===== config.mk =====
export PLATFORM = sky130hd
export DESIGN_NAME = bal_accum
export DESIGN_NICKNAME = d
export VERILOG_FILES = /design/src/bal_pkg.sv /design/src/bal_accum.sv
export SDC_FILE = /design/constraint.sdc
export NUM_CORES = 2
export LEC_CHECK = 0
export BUFFER_PORTS_ARGS = -buffer_cell sky130_fd_sc_hd__buf_2
export CAP_MARGIN = 15
export CORE_UTILIZATION = 45
export CTS_CLUSTER_SIZE = 30
export DETAILED_ROUTE_END_ITERATION = 8
export HOLD_SLACK_MARGIN = 0.02
export PLACE_DENSITY = 0.6
export SLEW_MARGIN = 20
export SYNTH_ARGS = -nofsm -noshare
export SYNTH_HDL_FRONTEND = slang
export SYNTH_SLANG_ARGS = --single-unit

===== constraint.sdc =====
create_clock -name clk -period 10.9 [get_ports clk]
set_input_delay 2.18 -clock clk [delete_from_list [all_inputs] [get_ports clk]]
set_output_delay 2.18 -clock clk [all_outputs]
set_load 0.02 [all_outputs]

===== src/bal_pkg.sv =====
package bal_pkg;

  localparam int QuadNodes = 16;
  localparam int NodeBits  = 4;
  localparam int CoefBits  = 24;
  localparam int CoefW     = 26;
  localparam int DiffW     = 33;
  localparam int ProdW     = 60;
  localparam int SumW      = 64;
  localparam int MagW      = 34;
  localparam int SqW       = 69;
  localparam int RootW     = 35;
  localparam int SqrtSteps = 35;
  localparam int WeightW   = 22;
  localparam int WProdW    = 57;
  localparam int AccW      = 64;
  localparam int OutW      = 36;

  localparam logic [SumW-1:0] RoundHalf = 64'd1 << (CoefBits - 1);
  localparam logic [AccW-1:0] OutRound  = 64'd1 << CoefBits;
  localparam logic [OutW-1:0] OutMax    = {OutW{1'b1}};
  localparam logic [NodeBits-1:0] LastNode = NodeBits'(QuadNodes - 1);

  typedef struct packed {
    logic                vld;
    logic [NodeBits-1:0] node;
  } tag_t;

  typedef struct packed {
    logic [CoefW-1:0] a;
    logic [CoefW-1:0] b;
    logic [CoefW-1:0] c;
  } coef_t;

  // Gauss-Legendre nodes, Q0.24
  function automatic logic signed [31:0] node_x(input logic [NodeBits-1:0] i);
    logic signed [31:0] r;
    unique case (i)
      4'd0:  r = -32'sd16599393;
      4'd1:  r = -32'sd15847339;
      4'd2:  r = -32'sd14522882;
      4'd3:  r = -32'sd12673583;
      4'd4:  r = -32'sd10366243;
      4'd5:  r = -32'sd7684246;
      4'd6:  r = -32'sd4724524;
      4'd7:  r = -32'sd1594045;
      4'd8:  r = 32'sd1594045;
      4'd9:  r = 32'sd4724524;
      4'd10: r = 32'sd7684246;
      4'd11: r = 32'sd10366243;
      4'd12: r = 32'sd12673583;
      4'd13: r = 32'sd14522882;
      4'd14: r = 32'sd15847339;
      4'd15: r = 32'sd16599393;
    endcase
    return r;
  endfunction

  // Gauss-Legendre weights, Q0.24
  function automatic logic [WeightW-1:0] node_w(input logic [NodeBits-1:0] i);
    logic [WeightW-1:0] r;
    unique case (i)
      4'd0, 4'd15: r = 22'd455543;
      4'd1, 4'd14: r = 22'd1044441;
      4'd2, 4'd13: r = 22'd1596495;
      4'd3, 4'd12: r = 22'd2090927;
      4'd4, 4'd11: r = 22'd2509804;
      4'd5, 4'd10: r = 22'd2837975;
      4'd6, 4'd9:  r = 22'd3063577;
      4'd7, 4'd8:  r = 22'd3178454;
    endcase
    return r;
  endfunction

  // Bernstein derivative weights for one node, Q2.24
  function automatic coef_t node_coef(input logic [NodeBits-1:0] i);
    longint x;
    longint t;
    longint u;
    longint h;
    coef_t  r;
    x = longint'(node_x(i));
    t = (x + (64'sd1 <<< CoefBits)) >>> 1;
    u = (64'sd1 <<< CoefBits) - t;
    h = 64'sd1 <<< (CoefBits - 1);
    r.a = CoefW'((64'sd3 * u * u + h) >>> CoefBits);
    r.b = CoefW'((64'sd6 * u * t + h) >>> CoefBits);
    r.c = CoefW'((64'sd3 * t * t + h) >>> CoefBits);
    return r;
  endfunction

endpackage


===== src/bal_accum.sv =====
module bal_accum (
  input  logic                         clk,
  input  logic                         rst_n,
  input  bal_pkg::tag_t                tag_i,
  input  logic [bal_pkg::RootW-1:0]    root_i,
  output logic                         out_valid,
  output logic [bal_pkg::OutW-1:0]     out_arc_length
);

  bal_pkg::tag_t                tw_r;
  logic [bal_pkg::WProdW-1:0]   prod_r;
  logic [bal_pkg::AccW-1:0]     acc_r, acc_nxt;
  logic                         done_r;
  logic                         out_valid_r;
  logic [bal_pkg::OutW-1:0]     out_len_r;
  logic [bal_pkg::AccW-1:0]     rnd;
  logic [bal_pkg::AccW-bal_pkg::CoefBits-2:0] half;

  // weight the magnitude
  always_ff @(posedge clk) begin
    if (!rst_n) begin
      tw_r <= '0;
    end else begin
      tw_r <= tag_i;
    end
  end

  always_ff @(posedge clk) begin
    prod_r <= bal_pkg::WProdW'(bal_pkg::node_w(tag_i.node)) * bal_pkg::WProdW'(root_i);
  end

  // restart the sum at the first node of each curve
  always_comb begin
    acc_nxt = acc_r;
    if (tw_r.vld) begin
      if (tw_r.node == '0) begin
        acc_nxt = 64'(prod_r);
      end else begin
        acc_nxt = acc_r + 64'(prod_r);
      end
    end
  end

  always_ff @(posedge clk) begin
    acc_r <= acc_nxt;
  end

  always_ff @(posedge clk) begin
    if (!rst_n) begin
      done_r <= 1'b0;
    end else begin
      done_r <= tw_r.vld && (tw_r.node == bal_pkg::LastNode);
    end
  end

  // halve, round and saturate
  assign rnd  = acc_r + bal_pkg::OutRound;
  assign half = rnd[bal_pkg::AccW-1:bal_pkg::CoefBits+1];

  always_ff @(posedge clk) begin
    if (!rst_n) begin
      out_valid_r <= 1'b0;
    end else begin
      out_valid_r <= done_r;
    end
  end

  always_ff @(posedge clk) begin
    if (half > {{(bal_pkg::AccW-bal_pkg::CoefBits-1-bal_pkg::OutW){1'b0}}, bal_pkg::OutMax}) begin
      out_len_r <= bal_pkg::OutMax;
    end else begin
      out_len_r <= half[bal_pkg::OutW-1:0];
    end
  end

  assign out_valid      = out_valid_r;
  assign out_arc_length = out_len_r;

endmodule

==> Word-level counts from Yosys, hierarchy flattened <==
Memory sizes are Yosys's and may differ from the RTL's.
Index checks and enable logic that the tools add are counted.
{ "word_totals": {"ff_bits": 164, "latchBits": 0, "ram_bits": 0, "rom_bits": 352, "output_inout_bits": 37, "mem_count": 1} }
{ "op_classes": {"add_sub_neg": 2, "mul": 1, "div": 0, "magnitude_cmp": 1, "n_eq_ne": 1, "n_shift": 0, "n_mux": 1, "n_bitwise": 0, "n_reduce_logical": 2} }
{ "memory_table": {"columns": ["memory", "depth", "width", "rd", "rd_clocked_by_memory_dff", "wr", "line", "rtl"], "rows": [
  ["(name not given)", 16, 22, 1, 0, 0, "bal_pkg.sv:62", "unique case (i)"]
]} }
{ "op_table": {"columns": ["cell", "count"], "rows": [
  ["adder 64 x 25 -> 64 bit, second input constant", 1],
  ["adder 64 x 57 -> 64 bit", 1],
  ["multiplier 22 x 35 -> 57 bit", 1],
  ["2-to-1 mux 57 bit", 1],
  ["> comparator 39 x 36 -> 1 bit, second input constant", 1],
  ["== test 4 bit, second input constant", 1],
  ["logical NOT 4 bit", 1],
  ["logical AND 1 bit", 1]
]} }

==> Depth between registers and ports, before layout <==
{ "depth": {"ltp_word": 2, "ltp_mapped": 33, "ltp_nobuf": 30} }

==> Least setup slack after synthesis <==
No wires, ideal clock.
{ "synth_path": {"path_type": "input to register", "start": "in tag_i[0] (netlist name)", "end": "reg prod_r[52] (netlist name)", "setup_time_ns": 0.126, "t_arrival_ns": 9.658, "required_time_ns": 10.774, "setup_slack_ns": 1.116, "cell_stages": 28, "n_path_buf": 2, "cell_sequence": "clkbuf_1 > inv_1 > ha_1 > nor2_1 > a211oi_1 > a31oi_1 > clkbuf_1 > nand2_1 > fa_1 > inv_1 > fa_1 > fa_1 > fa_1 > fa_1 > fa_1 > inv_1 > fa_1 > inv_1 > ha_1 > a21oi_1 > o21bai_1 > a221o_1 > a211o_1 > a31oi_1 > o31ai_1 > a31oi_1 > o21bai_1 > xor2_1"} }
{ "synth_via": {"elab_chain_len": 2} }
{ "synth_lines": {"columns": ["element", "line", "rtl"], "rows": [
  ["start: declaration", "bal_accum.sv:4", "input bal_pkg::tag_t tag_i,"],
  ["memory read (16 x 22 bit)", null, null],
  ["multiplier 22 x 35 -> 57 bit", "bal_accum.sv:29", "prod_r <= bal_pkg::WProdW'(bal_pkg::node_w(tag_i.node)) * bal_pkg::WProdW'(root_i);"],
  ["end signal: assignment", "bal_accum.sv:29", null],
  ["end: declaration", "bal_accum.sv:11", "logic [bal_pkg::WProdW-1:0] prod_r;"]
]} }
No other way between the ends.
A chain may end at the register's enable or synchronous reset.

==> Worst setup path in the final report <==
Same ends and word-level chain as after synthesis.

==> results.yml <==
timing:
  fmax_mhz: 97.7
  layout_setup_ws_ps: 665
  maxSlewHeadroom_pct: 32.8
  worst_slew_pin_slew_ps: 1000
  drv_slew: 0
  hold_violations: 0
  rsz0062_at_grt: "no"
  skew_ps: 11.9
  setup_viol: 0
  finalCritPeriodShare_pct: 93.9
  tns_ps: 0
  period_needed_ps: 10240
clock_network:
  cts-hold-fix-buffers: 0
  path_clk_slew_ps: 70
  cts_buffer_depth: 2
  numCtsBuffers: 17
  post-cts-setup-buffer-count: 0
  htreeDepth: 4
  clk_latency_ps: 440
  clock-sinks: 164
  cts_tree: "yes"
  root_buffer: "clkbuf_16"
  cts-resized-gates: 0
placement:
  detailed_place_hpwl_um: 74600
  place_congestion: 0.932
  place_ws_ps: 230
  io_buffer_count: 78
final_layout:
  area_growth_syn_to_layout_pct: 6.27
  drive_above_1_share_pct: 5.99
  fill_cells: 7144
  fin_nets: 4717
global_routing:
  antenna_found_initial: 2
  grt_start_max_net_pins: 93
  grt_pass1_vias: 26708
  gr-total-overflow: 0
  grt_use_total_pct: 25.7
  grt_pass1_wl_um: 151000
critical_path:
  reg2reg_from: "prod_r[0]"
  crit_path_end_kind: "flop"
  path_class: "in2reg"
  reg2reg_depth: 12
  r2r_slack_ps: 7180
  cp.required_ps: 11230
  crit_slowest_cell: "fa_1"
  critPathMaxStageDelay_ps: 580
  crit_path_start_kind: "input pin"
  crit_fanout: 12
  crit_top_cell: "fa_1"
  r2r-end: "acc_r[58]"
  cp.arrival_ps: 10560
worst_hold_path:
  min_from: "done_r"
  min_path_cells: 1
  worstHoldEndpoint: "out_valid"
  hold_class: "reg2reg"
yosys:
  synth-seq-cells: 164
  yosysMostFrequentCell: "fa_1"
  yosys_warnings: 0
  syn_avg_cell_area_sq_um: 8.83
  syn_nets: 4750
  async_flop_share_pct: 0
  synth_area_sq_um: 33700
  yosysUniqueCellTypes: 74
  seq_area_frac_synth_pct: 11.7
  synth_edf_count: 64
  synthTopCellsByArea: "fa_1 39%, ha_1 8.8%, inv_1 7.2%"
  yosysTopAreaCell: "fa_1"
  synth_common_cells: "658 x fa_1, 650 x inv_1, 567 x nand2_1"
  synth_top_flop_cell: "dfxtp_1"
  syn-instance-count: 3812
  synth.top_cell.area_share_pct: 39.1
routing:
  wl_met3_um: 7130
  wl_um: 93300
  dr.pass1.iters: 5
  wl_met1_um: 42900
  viasPerCell: 5.39
  drc: 0
  drt_iter0_markers: 1675
  ant_nets: 0
  wl_met2_um: 41300
  via_count: 25614
  highest_layer: "met5"
  wire_per_inst_um: 19.6
floorplan:
  initial_core_util_pct: 45.8
  die_w_um: 276
  pin_count: 79
  die_y_um: 276
  rows: 99
  die_area_sq_um: 75900
  core_sq_um: 73500
run:
  drv_cap: 0
status:
  outcome: "completed"
[critical path: cells and delay by family]
family / cells / cell delay [ps]
AOI/OAI and AO/OA: 10 / 2680
and+or+nand+nor: 2 / 410
adders and majority gates: 9 / 4440
xor gates and xnor gates: 1 / 150
buffers and inverters: 6 / 690
[cell usage in the layout, fill, tap and decap left out, types with 19 or more instances in the layout]
cell,Yosys,layout
a21oi_1,176,174
a21o_1,72,72
edfxtp_1,64,64
o21ai_0,94,94
inv_1,650,650
o21bai_1,22,22
nand3_1,72,72
nand4_1,29,29
nand2_1,567,567
nand2b_1,19,19
nor2_1,169,169
buf_2,2,78
and2_1,297,297
buf_4,0,66
fa_1,658,658
xor2_1,63,62
and3_1,30,30
xnor2_1,75,75
dfxtp_1,100,99
ha_1,238,238
[layout make-up]
class                      instances  area [sq um]  area share, %
antenna                            1          2.50        0.00700
clock buffer                      21           482           1.35
clock inverter                    11          91.3          0.255
inverter                         650          2440           6.82
multi-input combinational       2800         26700           74.7
sequential                       164          3930           11.0
tap                              959          1200           3.35
timing repair buffer             146           926           2.59
[layer usage]
layer	GRT usage, %	vias up
li1	-	11803
met1	37.5	12786
met2	39.9	901
met3	4.17	122
met4	5.79	2
met5	0	-
[sequential cells by signal, summed over array words and instances (netlist names)]
signal,cells
out_valid,1
acc_r,64
out_arc_length,36
done_r,1
tw_r,5
prod_r,57
[cells by family after synthesis]
| kind of cell | after synthesis | synth area share, % |
|---|---|---|
| simple gates | 1266 | 17.9 |
| fa+ha+maj | 896 | 48.0 |
| compound gates | 492 | 9.12 |
| buf+inv | 848 | 9.47 |
| flops | 164 | 11.7 |
| mux | 8 | 0.249 |
| xor+xnor | 138 | 3.59 |
[how the worst max path moves through the flow]
stage / start / endpoint / slack (ps) / cells after the start
2_1_floorplan: tag_i[0] / prod_r[52] / 1120 / 28
6_report: tag_i[0] / prod_r[52] / 660 / 28
4_1_cts: tag_i[0] / prod_r[52] / 710 / 28
3_5_place_dp: tag_i[0] / prod_r[52] / 230 / 28
3_3_place_gp: tag_i[0] / prod_r[56] / 420 / 27
5_1_grt: tag_i[0] / prod_r[52] / 220 / 27
[per-stage QoR]
stage | util, % | std cells | instance area [sq um] | hold WS [ps]
3_5_place_dp | 47.9 | 4719 | 35200 | 433
6_report | 48.7 | 4752 | 35800 | 444
4_1_cts | 48.7 | 4751 | 35800 | 456
2_1_floorplan | - | 3812 | 33700 | 412
3_3_place_gp | 47.9 | 4719 | 35200 | 424
5_1_grt | 48.7 | 4751 | 35800 | 488
Power is not shown: default switching activity piles up to over one toggle a cycle in this logic, so the estimate is an artifact.
