## src/bal_pkg.sv

```systemverilog
package bal_pkg;

  localparam int QuadNodes = 16;
  localparam int NodeBits  = 4;
  localparam int CoefBits  = 24;
  localparam int CoefW     = 26;
  localparam int DiffW     = 33;
  localparam int ProdW     = 60;
  localparam int SumW      = 64;
  localparam int MagW      = 34;
  localparam int SqW       = 69;
  localparam int RootW     = 35;
  localparam int SqrtSteps = 35;
  localparam int WeightW   = 22;
  localparam int WProdW    = 57;
  localparam int AccW      = 64;
  localparam int OutW      = 36;

  localparam logic [SumW-1:0] RoundHalf = 64'd1 << (CoefBits - 1);
  localparam logic [AccW-1:0] OutRound  = 64'd1 << CoefBits;
  localparam logic [OutW-1:0] OutMax    = {OutW{1'b1}};
  localparam logic [NodeBits-1:0] LastNode = NodeBits'(QuadNodes - 1);

  typedef struct packed {
    logic                vld;
    logic [NodeBits-1:0] node;
  } tag_t;

  typedef struct packed {
    logic [CoefW-1:0] a;
    logic [CoefW-1:0] b;
    logic [CoefW-1:0] c;
  } coef_t;

  // Gauss-Legendre nodes, Q0.24
  function automatic logic signed [31:0] node_x(input logic [NodeBits-1:0] i);
    logic signed [31:0] r;
    unique case (i)
      4'd0:  r = -32'sd16599393;
      4'd1:  r = -32'sd15847339;
      4'd2:  r = -32'sd14522882;
      4'd3:  r = -32'sd12673583;
      4'd4:  r = -32'sd10366243;
      4'd5:  r = -32'sd7684246;
      4'd6:  r = -32'sd4724524;
      4'd7:  r = -32'sd1594045;
      4'd8:  r = 32'sd1594045;
      4'd9:  r = 32'sd4724524;
      4'd10: r = 32'sd7684246;
      4'd11: r = 32'sd10366243;
      4'd12: r = 32'sd12673583;
      4'd13: r = 32'sd14522882;
      4'd14: r = 32'sd15847339;
      4'd15: r = 32'sd16599393;
    endcase
    return r;
  endfunction

  // Gauss-Legendre weights, Q0.24
  function automatic logic [WeightW-1:0] node_w(input logic [NodeBits-1:0] i);
    logic [WeightW-1:0] r;
    unique case (i)
      4'd0, 4'd15: r = 22'd455543;
      4'd1, 4'd14: r = 22'd1044441;
      4'd2, 4'd13: r = 22'd1596495;
      4'd3, 4'd12: r = 22'd2090927;
      4'd4, 4'd11: r = 22'd2509804;
      4'd5, 4'd10: r = 22'd2837975;
      4'd6, 4'd9:  r = 22'd3063577;
      4'd7, 4'd8:  r = 22'd3178454;
    endcase
    return r;
  endfunction

  // Bernstein derivative weights for one node, Q2.24
  function automatic coef_t node_coef(input logic [NodeBits-1:0] i);
    longint x;
    longint t;
    longint u;
    longint h;
    coef_t  r;
    x = longint'(node_x(i));
    t = (x + (64'sd1 <<< CoefBits)) >>> 1;
    u = (64'sd1 <<< CoefBits) - t;
    h = 64'sd1 <<< (CoefBits - 1);
    r.a = CoefW'((64'sd3 * u * u + h) >>> CoefBits);
    r.b = CoefW'((64'sd6 * u * t + h) >>> CoefBits);
    r.c = CoefW'((64'sd3 * t * t + h) >>> CoefBits);
    return r;
  endfunction

endpackage

```

## src/bal_sqrt.sv

```systemverilog
module bal_sqrt (
  input  logic                         clk,
  input  logic                         rst_n,
  input  bal_pkg::tag_t                tag_i,
  input  logic [bal_pkg::SqW-1:0]      num_i,
  output bal_pkg::tag_t                tag_o,
  output logic [bal_pkg::RootW-1:0]    root_o
);

  localparam int N = bal_pkg::SqrtSteps;

  bal_pkg::tag_t             tag_r [0:N];
  logic [bal_pkg::SqW-1:0]   num_r [0:N];
  logic [bal_pkg::SqW:0]     res_r [0:N];

  always_comb begin
    tag_r[0] = tag_i;
    num_r[0] = num_i;
    res_r[0] = '0;
  end

  // one root bit per stage, highest first
  for (genvar k = 0; k < N; k++) begin : g_step
    localparam logic [bal_pkg::SqW:0] Bit = (bal_pkg::SqW + 1)'(1) << (2 * (N - 1 - k));
    logic [bal_pkg::SqW:0] trial;
    logic                  ge;

    assign trial = res_r[k] + Bit;
    assign ge    = {1'b0, num_r[k]} >= trial;

    always_ff @(posedge clk) begin
      if (!rst_n) begin
        tag_r[k+1] <= '0;
      end else begin
        tag_r[k+1] <= tag_r[k];
      end
    end

    always_ff @(posedge clk) begin
      num_r[k+1] <= ge ? (num_r[k] - trial[bal_pkg::SqW-1:0]) : num_r[k];
      res_r[k+1] <= ge ? ((res_r[k] >> 1) + Bit) : (res_r[k] >> 1);
    end
  end

  assign tag_o  = tag_r[N];
  assign root_o = res_r[N][bal_pkg::RootW-1:0];

endmodule

```

## config.mk

```make
export PLATFORM = sky130hd
export DESIGN_NAME = bal_sqrt
export DESIGN_NICKNAME = d
export VERILOG_FILES = /design/src/bal_pkg.sv /design/src/bal_sqrt.sv
export SDC_FILE = /design/constraint.sdc
export NUM_CORES = 2
export LEC_CHECK = 0
export BUFFER_PORTS_ARGS = -buffer_cell sky130_fd_sc_hd__buf_2
export CAP_MARGIN = 20
export CORE_ASPECT_RATIO = 0.8
export CORE_UTILIZATION = 56
export CTS_CLUSTER_SIZE = 8
export DETAILED_ROUTE_END_ITERATION = 16
export PLACE_DENSITY_LB_ADDON = 0.1
export SLEW_MARGIN = 20
export SYNTH_ARGS = -nofsm -noshare
export SYNTH_HDL_FRONTEND = slang
export SYNTH_SLANG_ARGS = --single-unit
```

## constraint.sdc

```tcl
create_clock -name clk -period 3.2 [get_ports clk]
set_clock_uncertainty 0.05 [all_clocks]
set_input_delay 0.32 -clock clk [delete_from_list [all_inputs] [get_ports clk]]
set_output_delay 0.32 -clock clk [all_outputs]
set_load 0.02 [all_outputs]
```

### After elaboration in Yosys (flattened, before gate mapping)

Index checks and enable logic that the tools add are counted.

| storage, ports and cells | value |
|---|---|
| output and inout port bits | 40 |
| register bits after elaboration | 4935 |
| input port bits | 76 |

| cells by class | value |
|---|---|
| multiplexer cells | 69 |
| order comparisons | 35 |
| $add $sub $neg | 102 |

Operator list:

| cell | number |
|---|---|
| two-way mux 69 bit | 68 |
| >= comparator 69 x 70 -> 1 bit | 34 |
| subtractor 69 bit | 33 |
| adder 69 x 11 -> 70 bit (second input constant) | 1 |
| adder 69 x 13 -> 70 bit (second input constant) | 1 |
| adder 69 x 15 -> 70 bit (second input constant) | 1 |
| adder 69 x 17 -> 70 bit (second input constant) | 1 |
| adder 69 x 19 -> 70 bit (second input constant) | 1 |
| adder 69 x 21 -> 70 bit (second input constant) | 1 |
| adder 69 x 23 -> 70 bit (second input constant) | 1 |
| adder 69 x 25 -> 70 bit (second input constant) | 1 |
| adder 69 x 27 -> 70 bit (second input constant) | 1 |
| adder 69 x 29 -> 70 bit (second input constant) | 1 |
| adder 69 x 3 -> 70 bit (second input constant) | 1 |
| adder 69 x 31 -> 70 bit (second input constant) | 1 |
| adder 69 x 33 -> 70 bit (second input constant) | 1 |
| adder 69 x 35 -> 70 bit (second input constant) | 1 |
| adder 69 x 37 -> 70 bit (second input constant) | 1 |
| adder 69 x 39 -> 70 bit (second input constant) | 1 |
| adder 69 x 41 -> 70 bit (second input constant) | 1 |
| adder 69 x 43 -> 70 bit (second input constant) | 1 |
| adder 69 x 45 -> 70 bit (second input constant) | 1 |
| adder 69 x 47 -> 70 bit (second input constant) | 1 |
| adder 69 x 49 -> 70 bit (second input constant) | 1 |
| 50 further kinds | 50 |

### Logic depth before layout (Yosys ltp)

| logic depth | value |
|---|---|
| word-level depth | 3 |
| gate-level depth with buffers | 16 |
| depth with buffers taken out | 13 |

### Least setup slack after synthesis

Ideal clock, no wire load.

| timing | value |
|---|---|
| path kind | reg2reg |
| start | reg res_r[432] (netlist name) |
| end | reg num_r[404] (netlist name) |
| data required time | 3032 ps |
| stages on the path, launching flop included | 14 |
| arrival | 3389 ps |
| slack | -357 ps |
| setup time | 118 ps |
| cell sequence | dfxtp_1 inv_1 ha_1 or3_1 o221a_2 a221o_1 a211oi_1 o21ai_1 a31oi_1 o31ai_1 or4b_1 clkbuf_1 or3_1 xnor2_1 |

| between the ends | value |
|---|---|
| longest elaborated chain between the ends | 3 |
| elaborated cells between the ends (all ways) | 4 |
| those cells by class | add/sub: 2; order compare: 1; mux: 1 |

RTL lines:

| element | line | text |
|---|---|---|
| from (decl) | bal_sqrt.sv:14 | `logic [bal_pkg::SqW:0] res_r [0:N];` |
| from (signal, indexed assignment) | bal_sqrt.sv:41 | `res_r[k+1] <= ge ? ((res_r[k] >> 1) + Bit) : (res_r[k] >> 1);` |
| adder 70 x 11 -> 70 bit * | bal_sqrt.sv:28 | `assign trial = res_r[k] + Bit;` |
| subtractor 69 bit / >= comparator 69 x 70 -> 1 bit (equally long branches) | bal_sqrt.sv:40, bal_sqrt.sv:29 |  |
| two-way mux 69 bit * | bal_sqrt.sv:40 | `num_r[k+1] <= ge ? (num_r[k] - trial[bal_pkg::SqW-1:0]) : num_r[k];` |
| to (signal, indexed assignment) | bal_sqrt.sv:40 |  |
| to (decl) | bal_sqrt.sv:13 | `logic [bal_pkg::SqW-1:0] num_r [0:N];` |

Every way passes the cells marked *; elsewhere a longest branch is shown, timed or not.
A chain may end at the register's enable or synchronous reset.

### Final worst setup path

| timing | value |
|---|---|
| start | reg num_r[1022] (netlist name) |
| end | reg num_r[954] (netlist name) |

| between the ends | value |
|---|---|
| longest elaborated chain between the ends | 2 |
| elaborated cells between the ends (all ways) | 3 |
| those cells by class | add/sub: 1; order compare: 1; mux: 1 |

RTL lines:

| element | line |
|---|---|
| subtractor 69 bit / >= comparator 69 x 70 -> 1 bit (equally long branches) | bal_sqrt.sv:40, bal_sqrt.sv:29 |
| two-way mux 69 bit * | bal_sqrt.sv:40 |

Marks and branches as above.

==> run_results.csv <==
group,metric,value,unit
outcome,status,"complete, but fails checks",
outcome,violations,"setup timing",
global_routing,groute.layer.met2.usage,46.7,%
global_routing,grt_max_degree,176,
global_routing,track_usage,33.3,%
cts,clock_latency,0.95,ns
synth,synth_flop_cell,"dfxtp_1",
final_layout,areaGrowthSynthToFinish,31.8,%
die,fp.dieW,513,um
drt,drc,0,
synth,synth_edf_count,0,
timing,slew-limit-headroom,43.2,%
flow_run,cap_viol_max_count,0,
synth,synth_warnings,0,
synth,yosysMostFrequentCell,"dfxtp_1",
placed_design,gp_congestion,0.981,
critical_path,startpoint_type,"flop",
synth,synth_seq_cells,3151,
synth,synth_top_family_by_area,"simple AND/OR/NAND/NOR gates",
power_and_ir_drop,power_density,890,mW/mm^2
cts,path_clk_slew,0.05,ns
die,ios,116,
synth,seq_area_frac_synth,54.0,%
synth,synth_xor_area_share,7.71,%
synth,synth_area_per_cell,10.1,um^2
synth,synthesis.area,0.117,mm^2
placed_design,dp_slack,-0.761,ns
synth,yosys-top-cells-count,"3151 x dfxtp_1, 820 x inv_1, 743 x nor2_1, 735 x a21oi_1, 704 x nand2_1",
critical_path,worst-endpoint-required,3.94,ns
synth,synthesis.nets,12361,
cts,cts_buffers,436,
drt,viasPerCell,5.72,
synth,synth_cells,11623,
placed_design,io_buffer_count,115,
synth,ys_types,93,
power_and_ir_drop,p_leak,71.0,nW
die,rows,149,
critical_path,critPathMaxFanout,5,
timing,tightest_slew,0.844,ns
synth,synthSimpleGateAreaFrac,15.2,%
cts,h-tree-depth,5,
global_routing,antenna_found_initial,26,
die,die-area,0.211,mm^2
drt,ant_nets,0,
drt,wl_per_cell,22.2,um
synth,synth_area_leader_cell,"dfxtp_1",
placed_design,place_area,0.132,mm^2
critical_path,path_class,"reg2reg",
timing,fmax,0.277,GHz
final_layout,final_core_util,74.5,%
timing,rsz0062_at_grt,"yes",
synth,ys_top_cells_by_area,"dfxtp_1 54%, ha_1 7.1%, xnor2_1 4.2%",
critical_path,worstPathArrival,4.35,ns
synth,synthArstFlopShare,0,%
critical_path,endpoint_kind,"flop",
drt,dr.pass1.iters,7,
global_routing,met1_usage,51.1,%
cts,root_buffer,"clkbuf_16",
synth,yosys.area.top_type_share,54.0,%
timing,fin_ws,-0.411,ns
die,core_region_area,0.207,mm^2
cts,cts_sinks,3151,
synth,synthAdderAreaFrac,7.09,%
cts,cts_tree,"yes",
global_routing,grt_overflow,0,
placed_design,place_hpwl,261000,um
synth,synth.area.mux_share,0.956,%
timing,finalCriticalPeriod,3.61,ns
final_layout,fill_cells,14001,
timing,setup_violations,180,
final_layout,final_area,0.154,mm^2
timing,drv_slew,0,
drt,vias,94891,
die,start_util,56.5,%
timing,fin_crit_sh,113,%
min_path,hp-class,"in2reg",
power_and_ir_drop,ir_drop,0.768,mV
die,die_h,411,um
cts,clockBufferDepth,4,
global_routing,grt_pass1_wl,547000,um
final_layout,drive_above_1_share,25.3,%
global_routing,top_usage_layer,"met1",
synth,synth_compound_area_share,11.6,%
drt,drt-total-wl,369000,um
timing,finalHoldViolations,0,
final_layout,final_nets,14585,
global_routing,met3_usage,6.69,%
global_routing,grt_pass1_vias,92632,
drt,first_iter_violations,9142,
-- flip-flops by register name (all words and copies together), names as in the netlist --
signal and count:
tag_o 5, res_r 595, num_r 2346, tag_r 170, root_o 35
-- cell type report --
class                           count  area (um^2)  area share, %
Multi-Input combinational cell   7403        56100           36.4
Clock inverter                     23          468          0.304
Antenna cell                        5         12.5        0.00812
Timing Repair Buffer             2026        16700           10.8
Clock buffer                      443        11000           7.13
Timing Repair inverter              3         38.8         0.0252
Sequential cell                  3151        63200           41.0
Tap cell                         2718         3400           2.21
Inverter                          826         3140           2.04
-- per-layer routing --
metal | share of wire, % | up-vias
met5 | 0.016 | -
met1 | 49 | 45946
met4 | 2.5 | 8
met3 | 9.0 | 608
met2 | 40 | 3720
li1 | - | 44609
-- report_power, final --
| part | switching, W | leakage [nW] | internal (W) | total [W] |
|---|---|---|---|---|
| clock network | 0.0163 | 5.60 | 0.0240 | 0.0403 |
| logic | 0.0215 | 39.1 | 0.0190 | 0.0405 |
| registers | 0.00876 | 26.3 | 0.0476 | 0.0564 |
-- metrics by stage --
stage	power (W)	setup TNS, ns	hold slack [ns]	cells
3_5_place_dp	0.0920	-143.20	0.284	15791
6_report	0.137	-35.38	0.0768	16598
4_1_cts	0.134	-22.90	0.0285	16495
5_1_grt	0.143	-53.14	0.0437	16594
3_3_place_gp	0.0914	-121.31	0.279	15791
2_1_floorplan	0.0747	-10.81	0.272	11623
-- placed cells by master, fill, tap and decap left out, types with 144 or more instances in the layout --
cell / instances
a21o_1: 302
nand2_1: 643
buf_4: 1597
and2_1: 207
dfxtp_1: 3040
xnor2_1: 518
nor3_1: 226
a21oi_1: 635
dlygate4sd3_1: 144
nand3_1: 164
clkbuf_16: 451
ha_1: 582
xor2_1: 449
nor4_1: 320
o21ai_0: 395
inv_1: 793
nor2_1: 664
nand4_1: 174
-- repair_timing --
item,in CTS,in global routing
setup buffers,84,116
gates cloned,19,14
gates resized for setup,626,886
hold buffers,143,1
pin swaps,166,328
endpoints found under the setup margin,681,818
hold endpoints to repair,74,69
-- path summary, 6_finish.rpt --
kind	start	to	slack [ns]	depth (start not counted)
setup / recovery	num_r[1022]	num_r[954]	-0.41	10
hold / removal	tag_i[2]	tag_r[172]	0.08	3
setup reg to reg	num_r[1022]	num_r[954]	-0.41	10
hold reg to reg	num_r[2169]	num_r[2100]	0.25	0
-- worst max-delay path, cell delays in order (launching register included) --
cell and delay (ns):
dfxtp_2 0.32, or4_4 0.54, or4_4 0.44, or3_4 0.35, or3_4 0.34, or4_4 0.43, a211oi_2 0.18, nor4b_4 0.31
and3b_2 0.31, nand4b_1 0.12, xnor2_1 0.14
-- cell families (layout without fill, tap and decap cells) --
| group | count (synthesis) | count (layout) |
|---|---|---|
| simple gates | 3409 | 3412 |
| fa+ha+maj | 662 | 662 |
| xor+xnor | 1029 | 1029 |
| mux | 100 | 100 |
| flops | 3151 | 3151 |
| buf+inv | 1072 | 3321 |
| other cells | 1 | 6 |
| compound gates | 2199 | 2199 |
Power figures use the tool's default switching activity.
